==> config.mk <==
export PLATFORM = sky130hd
export DESIGN_NAME = gregorian_date_add_days
export DESIGN_NICKNAME = d
export VERILOG_FILES = /design/src/hw/rtl/gda_pkg.sv /design/src/hw/rtl/gda_mlen.sv /design/src/hw/rtl/gda_core.sv /design/src/hw/rtl/gregorian_date_add_days.sv
export VERILOG_INCLUDE_DIRS = /design/src /design/src/hw/rtl
export SDC_FILE = /design/constraint.sdc
export NUM_CORES = 1
export LEC_CHECK = 0
export BUFFER_PORTS_ARGS = -buffer_cell sky130_fd_sc_hd__buf_2
export CAP_MARGIN = 20
export CELL_PAD_IN_SITES_DETAIL_PLACEMENT = 1
export CELL_PAD_IN_SITES_GLOBAL_PLACEMENT = 1
export CORE_UTILIZATION = 45
export CTS_BUF_LIST = sky130_fd_sc_hd__clkbuf_8
export CTS_CLUSTER_SIZE = 30
export DETAILED_ROUTE_END_ITERATION = 16
export GPL_ROUTABILITY_DRIVEN = 0
export PLACE_DENSITY = 0.75
export SLEW_MARGIN = 30
export SYNTH_ARGS = -nofsm -noshare
export SYNTH_HDL_FRONTEND = slang
export SYNTH_SLANG_ARGS = --single-unit
==> constraint.sdc <==
create_clock -name clk -period 6.3 [get_ports clk]
set_input_delay 1.89 -clock clk [delete_from_list [all_inputs] [get_ports clk]]
set_output_delay 1.89 -clock clk [all_outputs]
set_load 0.005 [all_outputs]
==> src/hw/rtl/assert_macros.svh <==
// ----------------------------------------------------------------------------
// assert_macros.svh
// concurrent assertion macros used by the date adder core
// ----------------------------------------------------------------------------
`ifndef ASSERT_MACROS_SVH
`define ASSERT_MACROS_SVH

`ifndef NO_ASSERTIONS

`define ASSERT_IMP(lbl, clk, rstn, ante, cons) \
  lbl: assert property (@(posedge clk) disable iff (!rstn) (ante) |-> (cons)) \
    else $error("implication check failed");

`define ASSERT_NXT(lbl, clk, rstn, ante, cons) \
  lbl: assert property (@(posedge clk) disable iff (!rstn) (ante) |=> (cons)) \
    else $error("next cycle check failed");

`else

`define ASSERT_IMP(lbl, clk, rstn, ante, cons)

`define ASSERT_NXT(lbl, clk, rstn, ante, cons)

`endif

`endif

==> src/hw/rtl/gda_pkg.sv <==
// ----------------------------------------------------------------------------
// gda_pkg
// types and constants for the gregorian date adder
// ----------------------------------------------------------------------------
package gda_pkg;

  localparam int unsigned DayW   = 5;
  localparam int unsigned MonW   = 4;
  localparam int unsigned YearW  = 14;
  localparam int unsigned OffW   = 17;
  localparam int unsigned DaccW  = 18;
  localparam int unsigned YaccW  = 16;
  localparam int unsigned CfgIdxW = 2;

  localparam logic [YearW-1:0] MinYearRst = 14'd1902;
  localparam logic [YearW-1:0] MaxYearRst = 14'd2037;
  localparam logic [YearW-1:0] QuadCent   = 14'd400;
  localparam logic [YearW-1:0] QuadCentM1 = 14'd399;

  localparam logic [MonW-1:0] MonJan = 4'd1;
  localparam logic [MonW-1:0] MonFeb = 4'd2;
  localparam logic [MonW-1:0] MonDec = 4'd12;

  localparam logic [CfgIdxW-1:0] CFG_MIN_YEAR = 2'd0;
  localparam logic [CfgIdxW-1:0] CFG_MAX_YEAR = 2'd1;

  typedef enum logic [1:0] {
    STAT_OK      = 2'd0,
    STAT_RANGE   = 2'd1,
    STAT_INVALID = 2'd2
  } gda_status_t;

  typedef enum logic [2:0] {
    ST_IDLE,
    ST_MOD,
    ST_CHECK,
    ST_FWD,
    ST_BWD,
    ST_FINAL,
    ST_DONE
  } gda_state_t;

  typedef struct packed {
    logic [DayW-1:0]         day;
    logic [MonW-1:0]         month;
    logic [YearW-1:0]        year;
    logic signed [OffW-1:0]  offset_days;
  } gda_item_t;

  typedef struct packed {
    logic [DayW-1:0]  day;
    logic [MonW-1:0]  month;
    logic [YearW-1:0] year;
    gda_status_t      status;
  } gda_result_t;

endpackage

==> src/hw/rtl/gda_mlen.sv <==
// ----------------------------------------------------------------------------
// gda_mlen
// month length unit, leap rule taken from the year modulo 400
// ----------------------------------------------------------------------------
module gda_mlen import gda_pkg::*; (
  input  logic [MonW-1:0]  month,
  input  logic [YearW-1:0] yr_mod,
  output logic [DayW-1:0]  len
);

  logic leap;

  always_comb begin
    leap = (yr_mod[1:0] == 2'b00) &&
           ((yr_mod == 14'd0) ||
            !((yr_mod == 14'd100) || (yr_mod == 14'd200) || (yr_mod == 14'd300)));
    case (month) inside
      4'd4, 4'd6, 4'd9, 4'd11: len = 5'd30;
      MonFeb:                  len = leap ? 5'd29 : 5'd28;
      default:                 len = 5'd31;
    endcase
  end

endmodule

==> src/hw/rtl/gda_core.sv <==
// ----------------------------------------------------------------------------
// gda_core
// sequencer walking the date one month per cycle through one shared adder
// ----------------------------------------------------------------------------
`include "assert_macros.svh"

module gda_core import gda_pkg::*; (
  input  logic              clk,
  input  logic              rst_n,
  input  logic              start,
  input  gda_item_t         item,
  input  logic [YearW-1:0]  min_year,
  input  logic [YearW-1:0]  max_year,
  output logic              busy,
  output logic              res_valid,
  input  logic              res_take,
  output gda_result_t       res
);

  gda_state_t state_r, state_nxt;

  logic signed [DaccW-1:0] d_r, d_nxt;
  logic [MonW-1:0]         m_r, m_nxt;
  logic signed [YaccW-1:0] y_r, y_nxt;
  logic [YearW-1:0]        c_r, c_nxt;
  logic signed [OffW-1:0]  off_r, off_nxt;
  gda_item_t               in_r, in_nxt;
  gda_status_t             stat_r, stat_nxt;

  logic [MonW-1:0]         m_s, m_p, mlen_m;
  logic signed [YaccW-1:0] y_s, y_p;
  logic [YearW-1:0]        c_s, c_p, mlen_c;
  logic [DayW-1:0]         len;
  logic signed [DaccW-1:0] len_x, add_b, sum;
  logic signed [YaccW-1:0] ymin_x, ymax_x;
  logic                    in_ok;

  gda_mlen u_mlen (
    .month  (mlen_m),
    .yr_mod (mlen_c),
    .len    (len)
  );

  always_comb begin
    m_s = (m_r == MonDec) ? MonJan : m_r + 4'd1;
    y_s = (m_r == MonDec) ? y_r + 16'sd1 : y_r;
    c_s = (m_r == MonDec) ? ((c_r == QuadCentM1) ? 14'd0 : c_r + 14'd1) : c_r;
    m_p = (m_r == MonJan) ? MonDec : m_r - 4'd1;
    y_p = (m_r == MonJan) ? y_r - 16'sd1 : y_r;
    c_p = (m_r == MonJan) ? ((c_r == 14'd0) ? QuadCentM1 : c_r - 14'd1) : c_r;
  end

  // shared month length lookup and day adder
  always_comb begin
    mlen_m = (state_r == ST_BWD) ? m_p : m_r;
    mlen_c = (state_r == ST_BWD) ? c_p : c_r;
    len_x  = $signed({13'd0, len});
    case (state_r)
      ST_CHECK: add_b = {off_r[OffW-1], off_r};
      ST_FWD:   add_b = -len_x;
      default:  add_b = len_x;
    endcase
    sum    = d_r + add_b;
    ymin_x = $signed({2'b00, min_year});
    ymax_x = $signed({2'b00, max_year});
    in_ok  = (in_r.year >= min_year) && (in_r.year <= max_year) &&
             (in_r.month >= MonJan) && (in_r.month <= MonDec) &&
             (in_r.day != 5'd0) && (in_r.day <= len);
  end

  always_comb begin
    state_nxt = state_r;
    d_nxt     = d_r;
    m_nxt     = m_r;
    y_nxt     = y_r;
    c_nxt     = c_r;
    off_nxt   = off_r;
    in_nxt    = in_r;
    stat_nxt  = stat_r;
    case (state_r)
      ST_IDLE: begin
        if (start) begin
          in_nxt    = item;
          d_nxt     = $signed({13'd0, item.day});
          m_nxt     = item.month;
          y_nxt     = $signed({2'b00, item.year});
          c_nxt     = item.year;
          off_nxt   = item.offset_days;
          state_nxt = ST_MOD;
        end
      end
      ST_MOD: begin
        if (c_r >= QuadCent) begin
          c_nxt = c_r - QuadCent;
        end else begin
          state_nxt = ST_CHECK;
        end
      end
      ST_CHECK: begin
        if (!in_ok) begin
          stat_nxt  = STAT_INVALID;
          state_nxt = ST_DONE;
        end else begin
          d_nxt     = sum;
          state_nxt = ST_FWD;
        end
      end
      ST_FWD: begin
        if (d_r > len_x) begin
          d_nxt = sum;
          m_nxt = m_s;
          y_nxt = y_s;
          c_nxt = c_s;
        end else begin
          state_nxt = ST_BWD;
        end
      end
      ST_BWD: begin
        if (d_r < 18'sd1) begin
          d_nxt = sum;
          m_nxt = m_p;
          y_nxt = y_p;
          c_nxt = c_p;
        end else begin
          state_nxt = ST_FINAL;
        end
      end
      ST_FINAL: begin
        stat_nxt  = ((y_r >= ymin_x) && (y_r <= ymax_x)) ? STAT_OK : STAT_RANGE;
        state_nxt = ST_DONE;
      end
      ST_DONE: begin
        if (res_take) begin
          state_nxt = ST_IDLE;
        end
      end
      default: state_nxt = ST_IDLE;
    endcase
  end

  always_ff @(posedge clk) begin
    if (!rst_n) begin
      state_r <= ST_IDLE;
    end else begin
      state_r <= state_nxt;
    end
  end

  always_ff @(posedge clk) begin
    d_r    <= d_nxt;
    m_r    <= m_nxt;
    y_r    <= y_nxt;
    c_r    <= c_nxt;
    off_r  <= off_nxt;
    in_r   <= in_nxt;
    stat_r <= stat_nxt;
  end

  always_comb begin
    busy       = (state_r != ST_IDLE);
    res_valid  = (state_r == ST_DONE);
    res.status = stat_r;
    if (stat_r == STAT_OK) begin
      res.day   = d_r[DayW-1:0];
      res.month = m_r;
      res.year  = y_r[YearW-1:0];
    end else begin
      res.day   = in_r.day;
      res.month = in_r.month;
      res.year  = in_r.year;
    end
  end

  `ASSERT_IMP(a_walk_month, clk, rst_n, (state_r == ST_FWD || state_r == ST_BWD), (m_r >= MonJan && m_r <= MonDec))
  `ASSERT_IMP(a_walk_mod, clk, rst_n, (state_r == ST_FWD || state_r == ST_BWD), (c_r < QuadCent))
  `ASSERT_IMP(a_ok_day, clk, rst_n, (state_r == ST_DONE && stat_r == STAT_OK), (d_r >= 18'sd1 && d_r <= 18'sd31))
  `ASSERT_NXT(a_start, clk, rst_n, (state_r == ST_IDLE && start), (state_r == ST_MOD))

endmodule

==> src/hw/rtl/gregorian_date_add_days.sv <==
// ----------------------------------------------------------------------------
// gregorian_date_add_days
// gregorian date plus signed day offset, walked one month per cycle
// steps: year modulo 400, input check, forward then backward month walk, year range check; invalid input skips the walk
// a new input beat is accepted only while the core is idle; in_stall is held high meanwhile
// a finished result may wait in the output register while the next beat enters
// synchronous active-low reset: idle, no output beat, years back to 1902..2037
// ----------------------------------------------------------------------------
module gregorian_date_add_days import gda_pkg::*; (
  input  logic                 clk,
  input  logic                 rst_n,
  input  logic                 in_valid,
  output logic                 in_stall,
  input  logic [DayW-1:0]      in_day,
  input  logic [MonW-1:0]      in_month,
  input  logic [YearW-1:0]     in_year,
  input  logic signed [OffW-1:0] in_offset_days,
  output logic                 out_valid,
  input  logic                 out_stall,
  output logic [DayW-1:0]      out_new_day,
  output logic [MonW-1:0]      out_new_month,
  output logic [YearW-1:0]     out_new_year,
  output logic [1:0]           out_status,
  input  logic                 cfg_valid,
  output logic                 cfg_ready,
  input  logic [CfgIdxW-1:0]   cfg_index,
  input  logic [YearW-1:0]     cfg_data
);

  logic [YearW-1:0] min_year_r, max_year_r;
  logic             out_valid_r, out_valid_nxt;
  gda_result_t      out_r;
  gda_item_t        item;
  gda_result_t      res;
  logic             busy, res_valid, res_take, start;

  assign cfg_ready = 1'b1;

  always_ff @(posedge clk) begin
    if (!rst_n) begin
      min_year_r <= MinYearRst;
      max_year_r <= MaxYearRst;
    end else if (cfg_valid && cfg_ready) begin
      if (cfg_index == CFG_MIN_YEAR) begin
        min_year_r <= cfg_data;
      end else if (cfg_index == CFG_MAX_YEAR) begin
        max_year_r <= cfg_data;
      end
    end
  end

  always_comb begin
    item.day         = in_day;
    item.month       = in_month;
    item.year        = in_year;
    item.offset_days = in_offset_days;
    in_stall         = busy;
    start            = in_valid && !busy;
    res_take         = !out_valid_r || !out_stall;
    out_valid_nxt    = out_valid_r;
    if (res_valid && res_take) begin
      out_valid_nxt = 1'b1;
    end else if (!out_stall) begin
      out_valid_nxt = 1'b0;
    end
  end

  gda_core u_core (
    .clk       (clk),
    .rst_n     (rst_n),
    .start     (start),
    .item      (item),
    .min_year  (min_year_r),
    .max_year  (max_year_r),
    .busy      (busy),
    .res_valid (res_valid),
    .res_take  (res_take),
    .res       (res)
  );

  always_ff @(posedge clk) begin
    if (!rst_n) begin
      out_valid_r <= 1'b0;
    end else begin
      out_valid_r <= out_valid_nxt;
    end
  end

  // result beat register
  always_ff @(posedge clk) begin
    if (res_valid && res_take) begin
      out_r <= res;
    end
  end

  assign out_valid     = out_valid_r;
  assign out_new_day   = out_r.day;
  assign out_new_month = out_r.month;
  assign out_new_year  = out_r.year;
  assign out_status    = out_r.status;

endmodule
After elaboration in Yosys (flattened, before gate mapping)
Index checks and enable logic that the tools add are counted.
{"block": "totals", "in_bits": 61, "output_inout_bits": 28, "reg_bits": 151}
{"block": "classes", "n_eq_ne": 31, "bitwise_logic": 1, "add_sub_neg": 9, "muxes": 45, "magnitude_cmp": 10, "n_reduce_logical": 39}
{"cell": "$mux W14", "n": 9}
{"cell": "$mux W16", "n": 5}
{"cell": "$mux W18", "n": 4}
{"cell": "$pmux W18 S4", "n": 1}
{"cell": "$pmux W14 S4", "n": 1}
{"cell": "$pmux W16 S3", "n": 1}
{"cell": "$pmux W18 S2", "n": 1}
{"cell": "$eq A14 B9 Y1 const B", "n": 2}
{"cell": "$logic_not A14 Y1", "n": 2}
{"cell": "$mux W4", "n": 6}
{"cell": "$mux W23", "n": 1}
{"cell": "$pmux W3 S7", "n": 1}
{"cell": "$add A18 B18 Y18", "n": 1}
{"cell": "$gt A18 B6 Y1", "n": 1}
{"cell": "$lt A18 B2 Y1 const B", "n": 1}
{"cell": "$mux W3", "n": 6}
{"cell": "$neg A5 Y18", "n": 1}
{"cell": "$add A16 B2 Y16 const B", "n": 1}
{"cell": "$ge A16 B15 Y1", "n": 1}
{"cell": "$le A16 B15 Y1", "n": 1}
{"cell": "$sub A16 B2 Y16 const B", "n": 1}
{"cell": "$add A14 B1 Y14 const B", "n": 1}
{"cell": "$eq A14 B7 Y1 const B", "n": 1}
{"cell": "$eq A14 B8 Y1 const B", "n": 1}
{"cell": "41 further kinds", "n": 84}

Logic depth before layout (Yosys ltp)
Gate-level depths: netlist (run 1).
{"block": "depth", "word_depth": 18, "depth_mapped": 24, "depth_no_buf": 22}

Cells and area by module
Synthesis (run 1) repeated with hierarchy kept, for this count alone.
{"block": "hier_totals", "hier_cells": 1118, "hier_area_um2": 10700.3}
{"mod": "gda_core", "n_inst": 1, "area_each_um2": 8593.2, "cells_each": 949}
{"mod": "gregorian_date_add_days", "n_inst": 1, "area_each_um2": 1966.9, "cells_each": 147}
{"mod": "gda_mlen", "n_inst": 1, "area_each_um2": 140.1, "cells_each": 22}

Worst setup path after synthesis (run 1)
No wires, ideal clock.
{"block": "synth_path", "path_type": "reg2reg", "from": "reg u_core.m_r[1]", "to": "reg u_core.d_r[16] (data pin)", "n_path_buf": 0, "t_required_ns": 6.034, "t_arrival_ns": 5.201, "setup_slack_ns": 0.833, "period_less_slack_ns": 5.467, "stages_incl_launch_ff": 23, "cell_sequence": "edfxtp_1 > inv_1 > ha_1 > nor3b_4 > and3_1 > mux2_2 > o211ai_1 > o2111ai_1 > nor4b_1 > a21oi_1 > o311ai_1 > ha_1 > o21ai_0 > a21oi_1 > fa_1 > a211oi_1 > o21bai_1 > a31oi_1 > o21ai_0 > a2111oi_0 > o31ai_1 > xnor2_1 > nor2_1"}
{"block": "synth_via", "elab_chain_cells": 17, "elab_cells_between_ends": 32, "cone_classes": "add/sub: 3; eq/ne: 9; mux: 12; reduce/logical: 8"}
{"element": "start, declared", "line_no": "gda_core.sv:23", "source": "logic [MonW-1:0] m_r, m_nxt;"}
{"element": "start signal, assigned", "line_no": "gda_core.sv:151", "source": "m_r <= m_nxt;"}
{"element": "$eq A4 B1 Y1", "line_no": "gda_core.sv:48, gda_core.sv:50"}
{"element": "$mux W14", "line_no": "gda_core.sv:50", "source": "c_p = (m_r == MonJan) ? ((c_r == 14'd0) ? QuadCentM1 : c_r - 14'd1) : c_r;"}
{"element": "$mux W14", "line_no": "gda_core.sv:56", "source": "mlen_c = (state_r == ST_BWD) ? c_p : c_r;"}
{"element": "$eq A14 B7 Y1 / $eq A14 B8 Y1 (equally long branches)", "line_no": "gda_mlen.sv:16", "source": "!((yr_mod == 14'd100) || (yr_mod == 14'd200) || (yr_mod == 14'd300)));"}
{"element": "$logic_or A1 B1 Y1 (2 in series)", "line_no": "gda_mlen.sv:16"}
{"element": "$logic_not A1 Y1", "line_no": "gda_mlen.sv:16"}
{"element": "$logic_or A1 B1 Y1", "line_no": "gda_mlen.sv:15", "source": "((yr_mod == 14'd0) ||"}
{"element": "$logic_and A1 B1 Y1", "line_no": "gda_mlen.sv:14", "source": "leap = (yr_mod[1:0] == 2'b00) &&"}
{"element": "$mux W1", "line_no": "gda_mlen.sv:19", "source": "MonFeb: len = leap ? 5'd29 : 5'd28;"}
{"element": "$mux W2", "line_no": "gda_mlen.sv:17", "source": "case (month) inside"}
{"element": "$mux W5 *", "line_no": "gda_mlen.sv:17"}
{"element": "$neg A5 Y18", "line_no": "gda_core.sv:60", "source": "ST_FWD: add_b = -len_x;"}
{"element": "$pmux W18 S2 *", "line_no": "gda_core.sv:58", "source": "case (state_r)"}
{"element": "$add A18 B18 Y18 *", "line_no": "gda_core.sv:63", "source": "sum = d_r + add_b;"}
{"element": "$mux W18 (on tied branches)", "line_no": "gda_core.sv:119, gda_core.sv:100, gda_core.sv:109"}
{"element": "$pmux W18 S4 *", "line_no": "gda_core.sv:80", "source": "case (state_r)"}
{"element": "end signal, assigned", "line_no": "gda_core.sv:150", "source": "d_r <= d_nxt;"}
{"element": "end, declared", "line_no": "gda_core.sv:22", "source": "logic signed [DaccW-1:0] d_r, d_nxt;"}
Every way passes the cells marked *; elsewhere a longest branch is shown, timed or not. The select of a mux whose other input is x is not followed.
A chain may end at the register's enable or synchronous reset.

Worst setup path in the final report (run 1)
{"block": "layout_path", "from": "reg u_core.m_r[1]", "to": "reg u_core.d_r[17] (data pin)"}
Same word-level chain as after synthesis.

==> metrics.txt, run 1 <==
CP max FO=9; most common cell in the netlist=nand2_1; ys flop type=edfxtp_1; Initial Util=0.461; Critical path origin=u_core.m_r[1]; WL per Instance=21.9 µm; Ports=89; vias in the first global route=9398; Hold Fails Final Rpt=0; Core ar.=22700 µm²; Iteration-0 DRC Markers=539; total global routing overflow=0; via-per-instance ratio=6.03; ANT cells=0; die height=155 µm; Distinct cells, synth=84; Slew Viols, Final=0; YS warnings=0; CP dominant cell by count=a21oi_1; Post-Syn Area=10500 µm²; Synth Instances=1099; Req. time, crit path=6540 ps; initial antenna violation count=0; first-pass GRT wire length=51.5 mm; Num CTS Buffers=17; largest stage delay on the critical path=420 ps; most area-consuming cells after synthesis=edfxtp_1 (34%), ha_1 (12%), dfxtp_1 (6.1%); IO Port Bufs=87; crit end category=flip-flop; r2r setup slk=480 ps; CTS sink count=151; Hold Crit Depth=2; Reg2Reg Launch Point=u_core.m_r[1]; Post-synth EDFFs=119; Mapped Nets=1265; Crit path arrival time=6060 ps; share of cells above drive strength 1=0.172; Reg clk slew, reported paths=100 ps; Hold WC Path Type=reg -> reg; DP HPWL=24.6 mm; hold slack=473 ps; fmax=172 MHz; CTS tree=done; cell area after layout=11800 µm²; peak supply drop=203 µV; Die Wd=155 µm; R2R Path End=u_core.d_r[17]; Power Dens Cells=464 nW/µm²; Die ar.=23900 µm²; Worst-Skew Late Latency=480 ps; top post-synthesis cells by count=nand2_1 (131), edfxtp_1 (119), ha_1 (103); Worst-Margin Slew=850 ps; outcome=completed; max_cap viols=0; post-synthesis sequential area ratio=0.402; Setup CP Type=reg -> reg; area delta synth->final=12.5%; GRT Overall Usage=0.280; Routed Antenna Nets=0; crit-path cells=inv_1 -> ha_2 -> nor3b_4 -> and3_2 -> mux2_2 -> o211ai_1 -> o2111ai_1 -> nor4b_1 -> a21oi_1 -> o311ai_1 -> ha_1 -> o21ai_1 -> a21oi_1 -> ha_1 -> a21o_1 -> a211oi_1 -> o21a_1 -> nor3_1 -> or2_2 -> a211oi_1 -> a21oi_1 -> mux2_1; post-synthesis register bit count=151; Tcrit/Tclk final=0.924; fin cells=1489; Area after DPL=11300 µm²; largest net degree at the start of global routing=35; leading area contributor after synthesis=edfxtp_1; Tmin final=5820 ps; CP max stage cell=edfxtp_1; skew final=16.3 ps; asr flop ratio synth=0; vias=8980; Max transition margin=0.433; Setup TNS=0 ps; nets=1357; Critical Path Start Type=flip-flop; total routed wirelength=32.6 mm; post-placement cell count=1453; Hold Crit Endpoint=max_year_r[3]; first-pass detailed-route iteration total=6; Pleak=0.00487 µW; Reg2Reg Depth=22; DR DRC count=0; area share of the largest cell type after synthesis=0.341; hold wc startpoint=max_year_r[3]; num rows=55; clock buffer depth=2; CTS H-tree lvls=4; final setup violation count=0; Syn Area/Cell=9.53 µm²; Root Buffer=clkbuf_8
logic make-up (layout without fill, tap and decap cells):
group	Yosys count	in the layout	share of synthesized area
AND/OR/NAND/NOR	376	376	0.176
AO/OA/AOI/OAI	292	292	0.188
flip-flops	151	151	0.402
adder cells (fa/ha/maj)	105	105	0.127
buffers and inverters	99	204	0.0374
XOR/XNOR	46	46	0.0385
multiplexers	29	29	0.0308
other	1	1	0.000358
routing by layer:
layer / track usage / vias up / share of wire
li1: - / 4261 / -
met1: 0.340 / 4412 / 0.43
met3: 0.0415 / 59 / 0.037
met5: 0 / - / 0
met4: 0.0957 / 0 / 0.023
met2: 0.506 / 248 / 0.51
metrics by stage:
step	power (µW)	utilization	setup WS, ps
3_5_place_dp	4550	0.499	200
5_1_grt	5830	0.519	-14.3
4_1_cts	5430	0.517	140
2_1_floorplan	3670	-	833
3_3_place_gp	4440	0.499	433
6_report	5470	0.519	477
sequential cells by signal, indices dropped and copies added (netlist names), 2 cells and up:
register,flops
u_core.in_r,23
max_year_r,14
u_core.c_r,14
out_status,2
u_core.d_r,18
out_new_year,14
u_core.stat_r,2
out_new_day,5
u_core.state_r,3
u_core.off_r,17
out_new_month,4
min_year_r,14
u_core.m_r,4
u_core.y_r,16
layout by cell type, fill, tap and decap left out, types with 19 or more instances in the layout:
| master | count |
|---|---|
| nor3_1 | 20 |
| nand3_1 | 28 |
| xor2_1 | 20 |
| nor2_1 | 88 |
| a21o_1 | 21 |
| o21ai_0 | 46 |
| xnor2_1 | 26 |
| buf_2 | 87 |
| edfxtp_1 | 119 |
| o211ai_1 | 23 |
| nand2_1 | 131 |
| buf_4 | 36 |
| dfxtp_1 | 32 |
| ha_1 | 102 |
| o21a_1 | 19 |
| a21oi_1 | 63 |
| mux2_2 | 25 |
| inv_1 | 49 |
area by class of cell:
class,instances,area (µm²)
fill,2632,10900
sequential,151,4210
clock buffer,17,234
timing repair buffer,123,706
inverter,49,185
multi-input combinational,849,5900
clock inverter,15,190
tap,285,357
timing repair:
item / CTS / global route
hold buffers: 0 / 0
endpoints found under the setup margin: 0 / 4
buffers inserted: 0 / 4
gates resized for setup: 0 / 5
report_power, final:
| part | internal (µW) | switching, µW | leakage, µW |
|---|---|---|---|
| registers | 1500 | 323 | 0.00140 |
| logic | 1110 | 1690 | 0.00326 |
| clock network | 403 | 445 | 0.000217 |
| total | 3010 | 2460 | 0.00487 |
critical path: cells and delay by family, from the launching register on:
kind                     cells  cell delay (ps)
AO/OA/AOI/OAI               11             2240
AND/OR/NAND/NOR              5             1190
adder cells (fa/ha/maj)      3              900
multiplexers                 2              660
flip-flops                   1              420
buffers and inverters        1              140
worst max-delay path by stage:
stage,depth (start not counted),endpoint,slack [ps]
floorplan,22,u_core.d_r[16],830
global placement,23,u_core.d_r[16],430
detailed placement,23,u_core.d_r[16],200
CTS,23,u_core.d_r[16],140
global route,23,u_core.d_r[16],-10
finish,22,u_core.d_r[17],480
No activity file was read; power rests on OpenSTA's default activity.
==> inputs of run 2 (changes only) <==
--- a/config.mk
+++ b/config.mk
@@ -6,7 +6,6 @@
 export SDC_FILE = /design/constraint.sdc
 export NUM_CORES = 1
 export LEC_CHECK = 0
-export BUFFER_PORTS_ARGS = -buffer_cell sky130_fd_sc_hd__buf_2
 export CAP_MARGIN = 20
 export CELL_PAD_IN_SITES_DETAIL_PLACEMENT = 1
 export CELL_PAD_IN_SITES_GLOBAL_PLACEMENT = 1
@@ -14,8 +13,9 @@
 export CTS_BUF_LIST = sky130_fd_sc_hd__clkbuf_8
 export CTS_CLUSTER_SIZE = 30
 export DETAILED_ROUTE_END_ITERATION = 16
+export DONT_BUFFER_PORTS = 1
 export GPL_ROUTABILITY_DRIVEN = 0
-export PLACE_DENSITY = 0.75
+export PLACE_DENSITY = 0.7
 export SLEW_MARGIN = 30
 export SYNTH_ARGS = -nofsm -noshare
 export SYNTH_HDL_FRONTEND = slang
==> run 2 against run 1 <==
  * Critical path depth stayed put
  * Clock skew is 0.92 ps lower
  * Die area stayed put
  * Sequential share of layout area is 1.5 points higher
==> metrics.txt, run 2 (same netlist as run 1, synthesis figures left out) <==
largest stage delay on the critical path=500 ps (was 420 ps); Die Wd=155 µm (unchanged); CTS sink count=151 (unchanged); fin util=0.497 (was 0.519); Num CTS Buffers=17 (unchanged); CP bufs+invs=2 (was 1); number of hold buffers added after cts=0 (unchanged); CTS tree=done (unchanged); Net Sw Power=2380 µW (was 2460 µW); GRT Overall Usage=0.268 (was 0.280); Worst-Skew Late Latency=460 ps (was 480 ps); Core ar.=22700 µm² (unchanged); RSZ-0062 raised after global routing=no; r2r setup slk=500 ps (was 480 ps); commonest cells after routing, fill and taps aside=nand2_1 (131), edfxtp_1 (119), ha_1 (102) (unchanged); first-pass GRT wire length=48.6 mm (was 51.5 mm); fmax=172 MHz (about the same); share of cells above drive strength 1=0.105 (was 0.172); Critical Path Start Type=flip-flop (unchanged); Die ar.=23900 µm² (unchanged); Ports=89 (unchanged); Tmin final=5800 ps (was 5820 ps); Register Area=4210 µm² (unchanged); initial antenna violation count=1 (was 0); final setup violation count=0 (unchanged); Tcrit/Tclk final=0.921 (was 0.924); ANT cells=0 (unchanged); Hold Fails Final Rpt=0 (unchanged); crit-path cells=inv_1 -> ha_1 -> nor3b_2 -> buf_4 -> nand4_1 -> a211oi_1 -> o21ai_1 -> nor4b_1 -> a21oi_1 -> o311ai_1 -> ha_1 -> o21ai_0 -> a21oi_1 -> fa_1 -> a211oi_1 -> o21bai_1 -> a31oi_1 -> o21ai_0 -> a2111oi_2 -> o31ai_1 -> xnor2_1 -> nor2_1 (was inv_1 -> ha_2 -> nor3b_4 -> and3_2 -> mux2_2 -> o211ai_1 -> o2111ai_1 -> nor4b_1 -> a21oi_1 -> o311ai_1 -> ha_1 -> o21ai_1 -> a21oi_1 -> ha_1 -> a21o_1 -> a211oi_1 -> o21a_1 -> nor3_1 -> or2_2 -> a211oi_1 -> a21oi_1 -> mux2_1); Worst-Margin Slew=881 ps (was 850 ps); Routed Antenna Nets=0 (unchanged); vias=8411 (was 8980); Crit path arrival time=6010 ps (was 6060 ps); IO Port Bufs=0 (was 87); Setup TNS=0 ps (unchanged); Final WS setup=499 ps (was 477 ps); clock share of power=0.143 (was 0.155); Power Dens Cells=468 nW/µm² (was 464 nW/µm²); skew final=15.4 ps (was 16.3 ps); CTS H-tree lvls=4 (unchanged); DP HPWL=23.8 mm (was 24.6 mm); largest registers=u_core.in_r x23, u_core.d_r x18, u_core.off_r x17 (unchanged); num rows=55 (unchanged); Iteration-0 DRC Markers=545 (was 539); most common cell after layout, fill and taps aside=nand2_1 (unchanged); Hold WC Path Type=reg -> reg (unchanged); clock buffer depth=2 (unchanged); Req. time, crit path=6510 ps (was 6540 ps); Reg with most FFs=u_core.in_r (unchanged); nets=1265 (was 1357); delay-heaviest family, CP=compound AO/OA/AOI/OAI gates (unchanged); Initial Util=0.461 (unchanged); crit end category=flip-flop (unchanged); Net Sw Frac=0.450 (about the same); Reg clk slew, reported paths=100 ps (about the same); Filler cells=2572 (was 2632); vias in the first global route=8669 (was 9398); hold slack=472 ps (was 473 ps); Pleak=0.00449 µW (was 0.00487 µW); DR DRC count=0 (unchanged); CP max stage cell=a2111oi_2 (was edfxtp_1); WL per Instance=22.1 µm (was 21.9 µm); Slew Viols, Final=0 (unchanged); worst slack, placed=197 ps (was 200 ps); first-pass detailed-route iteration total=5 (was 6); Setup CP Type=reg -> reg (unchanged); Max transition margin=0.411 (was 0.433); max_cap viols=0 (unchanged); area delta synth->final=7.83% (was 12.5%); Root Buffer=clkbuf_8 (unchanged); total routed wirelength=30.9 mm (was 32.6 mm); Comb pwr share=0.515 (was 0.513); Multi-input gate area=5920 µm² (was 5900 µm²); peak supply drop=168 µV (was 203 µV); CP max FO=6 (was 9); largest net degree at the start of global routing=35 (unchanged); outcome=completed (unchanged); total global routing overflow=0 (unchanged); via-per-instance ratio=6.02 (was 6.03); Largest register FFs=23 (unchanged); P_int=2910 µW (was 3010 µW); sequential group share of total power=0.342 (was 0.333); die height=155 µm (unchanged)
## run 2: changes by cell type in the layout (fill, tap and decap cells not counted), moves of 2 or more
cell,previous run,this run
bufinv_16,3,1
buf_2,87,0
buf_4,36,31
clkinv_2,2,4
## run 2: final timing paths
path,from,to,depth (start not counted)
max,u_core.c_r[4],u_core.d_r[16],22
min,max_year_r[12],max_year_r[12],2
max reg2reg,u_core.c_r[4],u_core.d_r[16],22
min reg2reg,max_year_r[12],max_year_r[12],2
## run 2: repair_timing
item | in CTS | in global routing
setup endpoints to repair | 0 | 3
setup buffers | 0 | 0
endpoints found under the hold margin | 0 | 0
gates resized for setup | 0 | 5
## run 2: per-layer routing
layer / global-route usage / vias up / wire, µm
met5: 0 / - / 13
met4: 0.0754 / 2 / 566
met3: 0.0504 / 42 / 1430
met2: 0.470 / 184 / 15300
met1: 0.335 / 4104 / 13600
li1: - / 4079 / -
## run 2: power by group through the flow
stage,logic (µW),clock network (µW),registers (µW)
after global placement,2620,0,1820
after global routing,3030,808,1850
after CTS,2710,773,1810
after detailed placement,2680,0,1830
final,2720,755,1810
after floorplan,1990,0,1680
## run 2: tightest hold or removal path, stage by stage, from the launching register on
cell and delay, ps:
dfxtp_1 320, nand2_1 50, a21boi_0 60
## run 2: per-stage QoR
stage	instances	cell area (µm²)	power, µW
floorplan	1099	10500	3670
global placement	1365	10900	4430
detailed placement	1365	10900	4510
CTS	1397	11300	5290
global route	1397	11300	5690
finish	1397	11300	5290
## run 2: area by class of cell
cell class / instances / share of cell area
Multi-Input combinational cell: 849 / 0.524
Clock buffer: 18 / 0.0219
Timing Repair Buffer: 31 / 0.0206
Sequential cell: 151 / 0.373
Inverter: 49 / 0.0164
Tap cell: 285 / 0.0316
Clock inverter: 14 / 0.0122
==> inputs of run 3 (changes only) <==
==> constraint.sdc (replaced) <==
create_clock -name clk -period 6.3 [get_ports clk]
set_input_delay 0.315 -clock clk [delete_from_list [all_inputs] [get_ports clk]]
set_output_delay 0.315 -clock clk [all_outputs]
set_load 0.005 [all_outputs]
==> run 3 against run 2 <==
  * Clock skew up 1.4 ps
  * Critical path type unchanged
  * Register-to-register slack improved by 30 ps
  * First-iteration DRC count increased by 10%
  * Non-clock buffer count increased by 56
  * Largest cell class unchanged
  * Routed wire length is 2.9% higher
==> metrics.txt, run 3 (same netlist as run 1, synthesis figures left out) <==
Setup TNS=0 ps (unchanged); P_int=2930 µW (was 2910 µW); Power Dens Cells=450 nW/µm² (was 468 nW/µm²); Tcrit/Tclk final=0.916 (was 0.921); Hold WC Path Type=in -> reg (was reg -> reg); Die ar.=23900 µm² (unchanged); Reg with most FFs=u_core.in_r (unchanged); ANT cells=0 (unchanged); crit end category=flip-flop (unchanged); Die Wd=155 µm (unchanged); r2r setup slk=530 ps (was 500 ps); R2R Path End=u_core.d_r[16] (unchanged); IO Port Bufs=0 (unchanged); Net Sw Power=2400 µW (was 2380 µW); Req. time, crit path=6500 ps (was 6510 ps); via-per-instance ratio=5.98 (was 6.02); share of cells above drive strength 1=0.102 (was 0.105); Reg clk slew, reported paths=90 ps (was 100 ps); WL met2=15.9 mm (was 15.3 mm); commonest cells after routing, fill and taps aside=nand2_1 (131), edfxtp_1 (119), ha_1 (101) (was nand2_1 (131), edfxtp_1 (119), ha_1 (102)); Final WS setup=530 ps (was 499 ps); Tmin final=5770 ps (was 5800 ps); Slew Viols, Final=0 (unchanged); first-pass detailed-route iteration total=5 (unchanged); nets=1321 (was 1265); Core ar.=22700 µm² (unchanged); outcome=completed (unchanged); num rows=55 (unchanged); final setup violation count=0 (unchanged); Largest register FFs=23 (unchanged); first-pass GRT wire length=50.0 mm (was 48.6 mm); highest metal layer with signal wires=met4 (was met5); Comb pwr share=0.519 (was 0.515); total routed wirelength=31.8 mm (was 30.9 mm); Root Buffer=clkbuf_8 (unchanged); clock share of power=0.142 (was 0.143); die height=155 µm (unchanged); largest net degree at the start of global routing=33 (was 35); worst slack, placed=197 ps (unchanged); CP max FO=7 (was 6); most common cell after layout, fill and taps aside=nand2_1 (unchanged); Reg2Reg Depth=20 (was 22); Hold Fails Final Rpt=0 (unchanged); Routed Antenna Nets=0 (unchanged); met3 wire length=1.46 mm (was 1.43 mm); Max transition margin=0.416 (was 0.411); DP HPWL=23.8 mm (unchanged); DR DRC count=0 (unchanged); Filler cells=2571 (was 2572); Initial Util=0.461 (unchanged); post-placement cell count=1365 (unchanged); initial antenna violation count=0 (was 1); peak supply drop=169 µV (was 168 µV); Setup CP Type=reg -> reg (unchanged); Iteration-0 DRC Markers=602 (was 545); wl on met1=13.8 mm (was 13.6 mm); CTS H-tree lvls=4 (unchanged); CTS sink count=151 (unchanged); RSZ-0062 raised after global routing=no (unchanged); area delta synth->final=13.2% (was 7.83%); CTS tree=done (unchanged); clock buffer depth=2 (unchanged); max_cap viols=0 (unchanged); sequential group share of total power=0.340 (was 0.342); Worst-Skew Late Latency=460 ps (about the same); Reg2Reg Launch Point=u_core.c_r[1] (was u_core.c_r[4]); fmax=173 MHz (was 172 MHz); Critical Path Start Type=flip-flop (unchanged); fin cells=1453 (was 1397); largest registers=u_core.in_r x23, u_core.d_r x18, u_core.off_r x17 (unchanged); Critical path origin=u_core.c_r[1] (was u_core.c_r[4]); WL per Instance=21.9 µm (was 22.1 µm); Worst-Margin Slew=874 ps (was 881 ps); Num CTS Buffers=17 (unchanged); Pleak=0.00472 µW (was 0.00449 µW); vias in the first global route=9014 (was 8669); skew final=16.8 ps (was 15.4 ps); vias=8688 (was 8411); total global routing overflow=0 (unchanged); setup bufs post-CTS=0 (unchanged); GRT Overall Usage=0.275 (was 0.268); Worst Setup EP=u_core.d_r[16] (unchanged); Crit path arrival time=5970 ps (was 6010 ps); Net Sw Frac=0.450 (about the same); Ports=89 (unchanged)
[run 3: cell types whose count changed in the layout (fill, tap and decap cells not counted)]
cell and delta:
dlygate4sd3_1 +55, ha_2 +1, buf_2 +1, ha_1 -1
[run 3: stage by stage]
step	instance area (µm²)	utilization	hold slack, ps	power [µW]
3_5_place_dp	10900	0.479	402	4510
4_1_cts	11800	0.521	4.32	5320
5_1_grt	11900	0.522	15.2	5730
3_3_place_gp	10900	0.479	400	4430
2_1_floorplan	10500	-	414	3670
6_report	11900	0.522	36.6	5330
[run 3: worst max-delay path, cell delays in order (launching register included)]
cell and delay, ps:
edfxtp_1 520, nor4_4 430, and3_1 320, mux2_2 360
o211ai_1 170, o2111ai_1 190, nor4b_1 310, a21oi_1 130
o311ai_1 300, ha_1 290, o21ai_0 160, a21oi_1 130
fa_1 480, a211oi_1 290, o21bai_1 160, a31oi_1 240
o21ai_0 170, a2111oi_2 500, o31ai_1 160, xnor2_1 150
nor2_1 50
[run 3: cell type report]
cell class              count  area [µm²]  share of cell area
well taps                 285         357              0.0301
inverters                  49         185              0.0156
multi-input cells         849        5930               0.500
repair buffers             87         788              0.0665
clock buffers              18         248              0.0209
flip-flops and latches    151        4210               0.355
clock inverters            14         138              0.0116
[run 3: worst min-delay path by stage]
stage | startpoint | slack [ps] | end | depth (start not counted)
after floorplan | in_year[0] | 410 | u_core.in_r[17] | 0
after global placement | rst_n | 400 | max_year_r[0] | 1
after detailed placement | rst_n | 400 | max_year_r[0] | 1
after CTS | cfg_data[1] | 4 | max_year_r[1] | 2
after global routing | in_day[3] | 20 | u_core.d_r[3] | 2
final | in_year[7] | 40 | u_core.y_r[7] | 2
[run 3: power by group through the flow]
stage	sequential [µW]	combinational [µW]	clock (µW)
3_3_place_gp	1820	2620	0
2_1_floorplan	1680	1990	0
5_1_grt	1850	3080	809
4_1_cts	1810	2740	773
6_report	1810	2770	755
3_5_place_dp	1830	2680	0
[run 3: what timing repair did]
action                                  in CTS  in global routing
endpoints found under the hold margin       72                  0
endpoints found under the setup margin       0                  3
resized for setup                            0                  6
hold buffers                                56                  0
[run 3: metal layers]
| metal | up-vias | track usage |
|---|---|---|
| li1 | 4196 | - |
| met1 | 4259 | 0.342 |
| met2 | 192 | 0.485 |
| met3 | 41 | 0.0490 |
| met4 | 0 | 0.0802 |
| met5 | - | 0 |
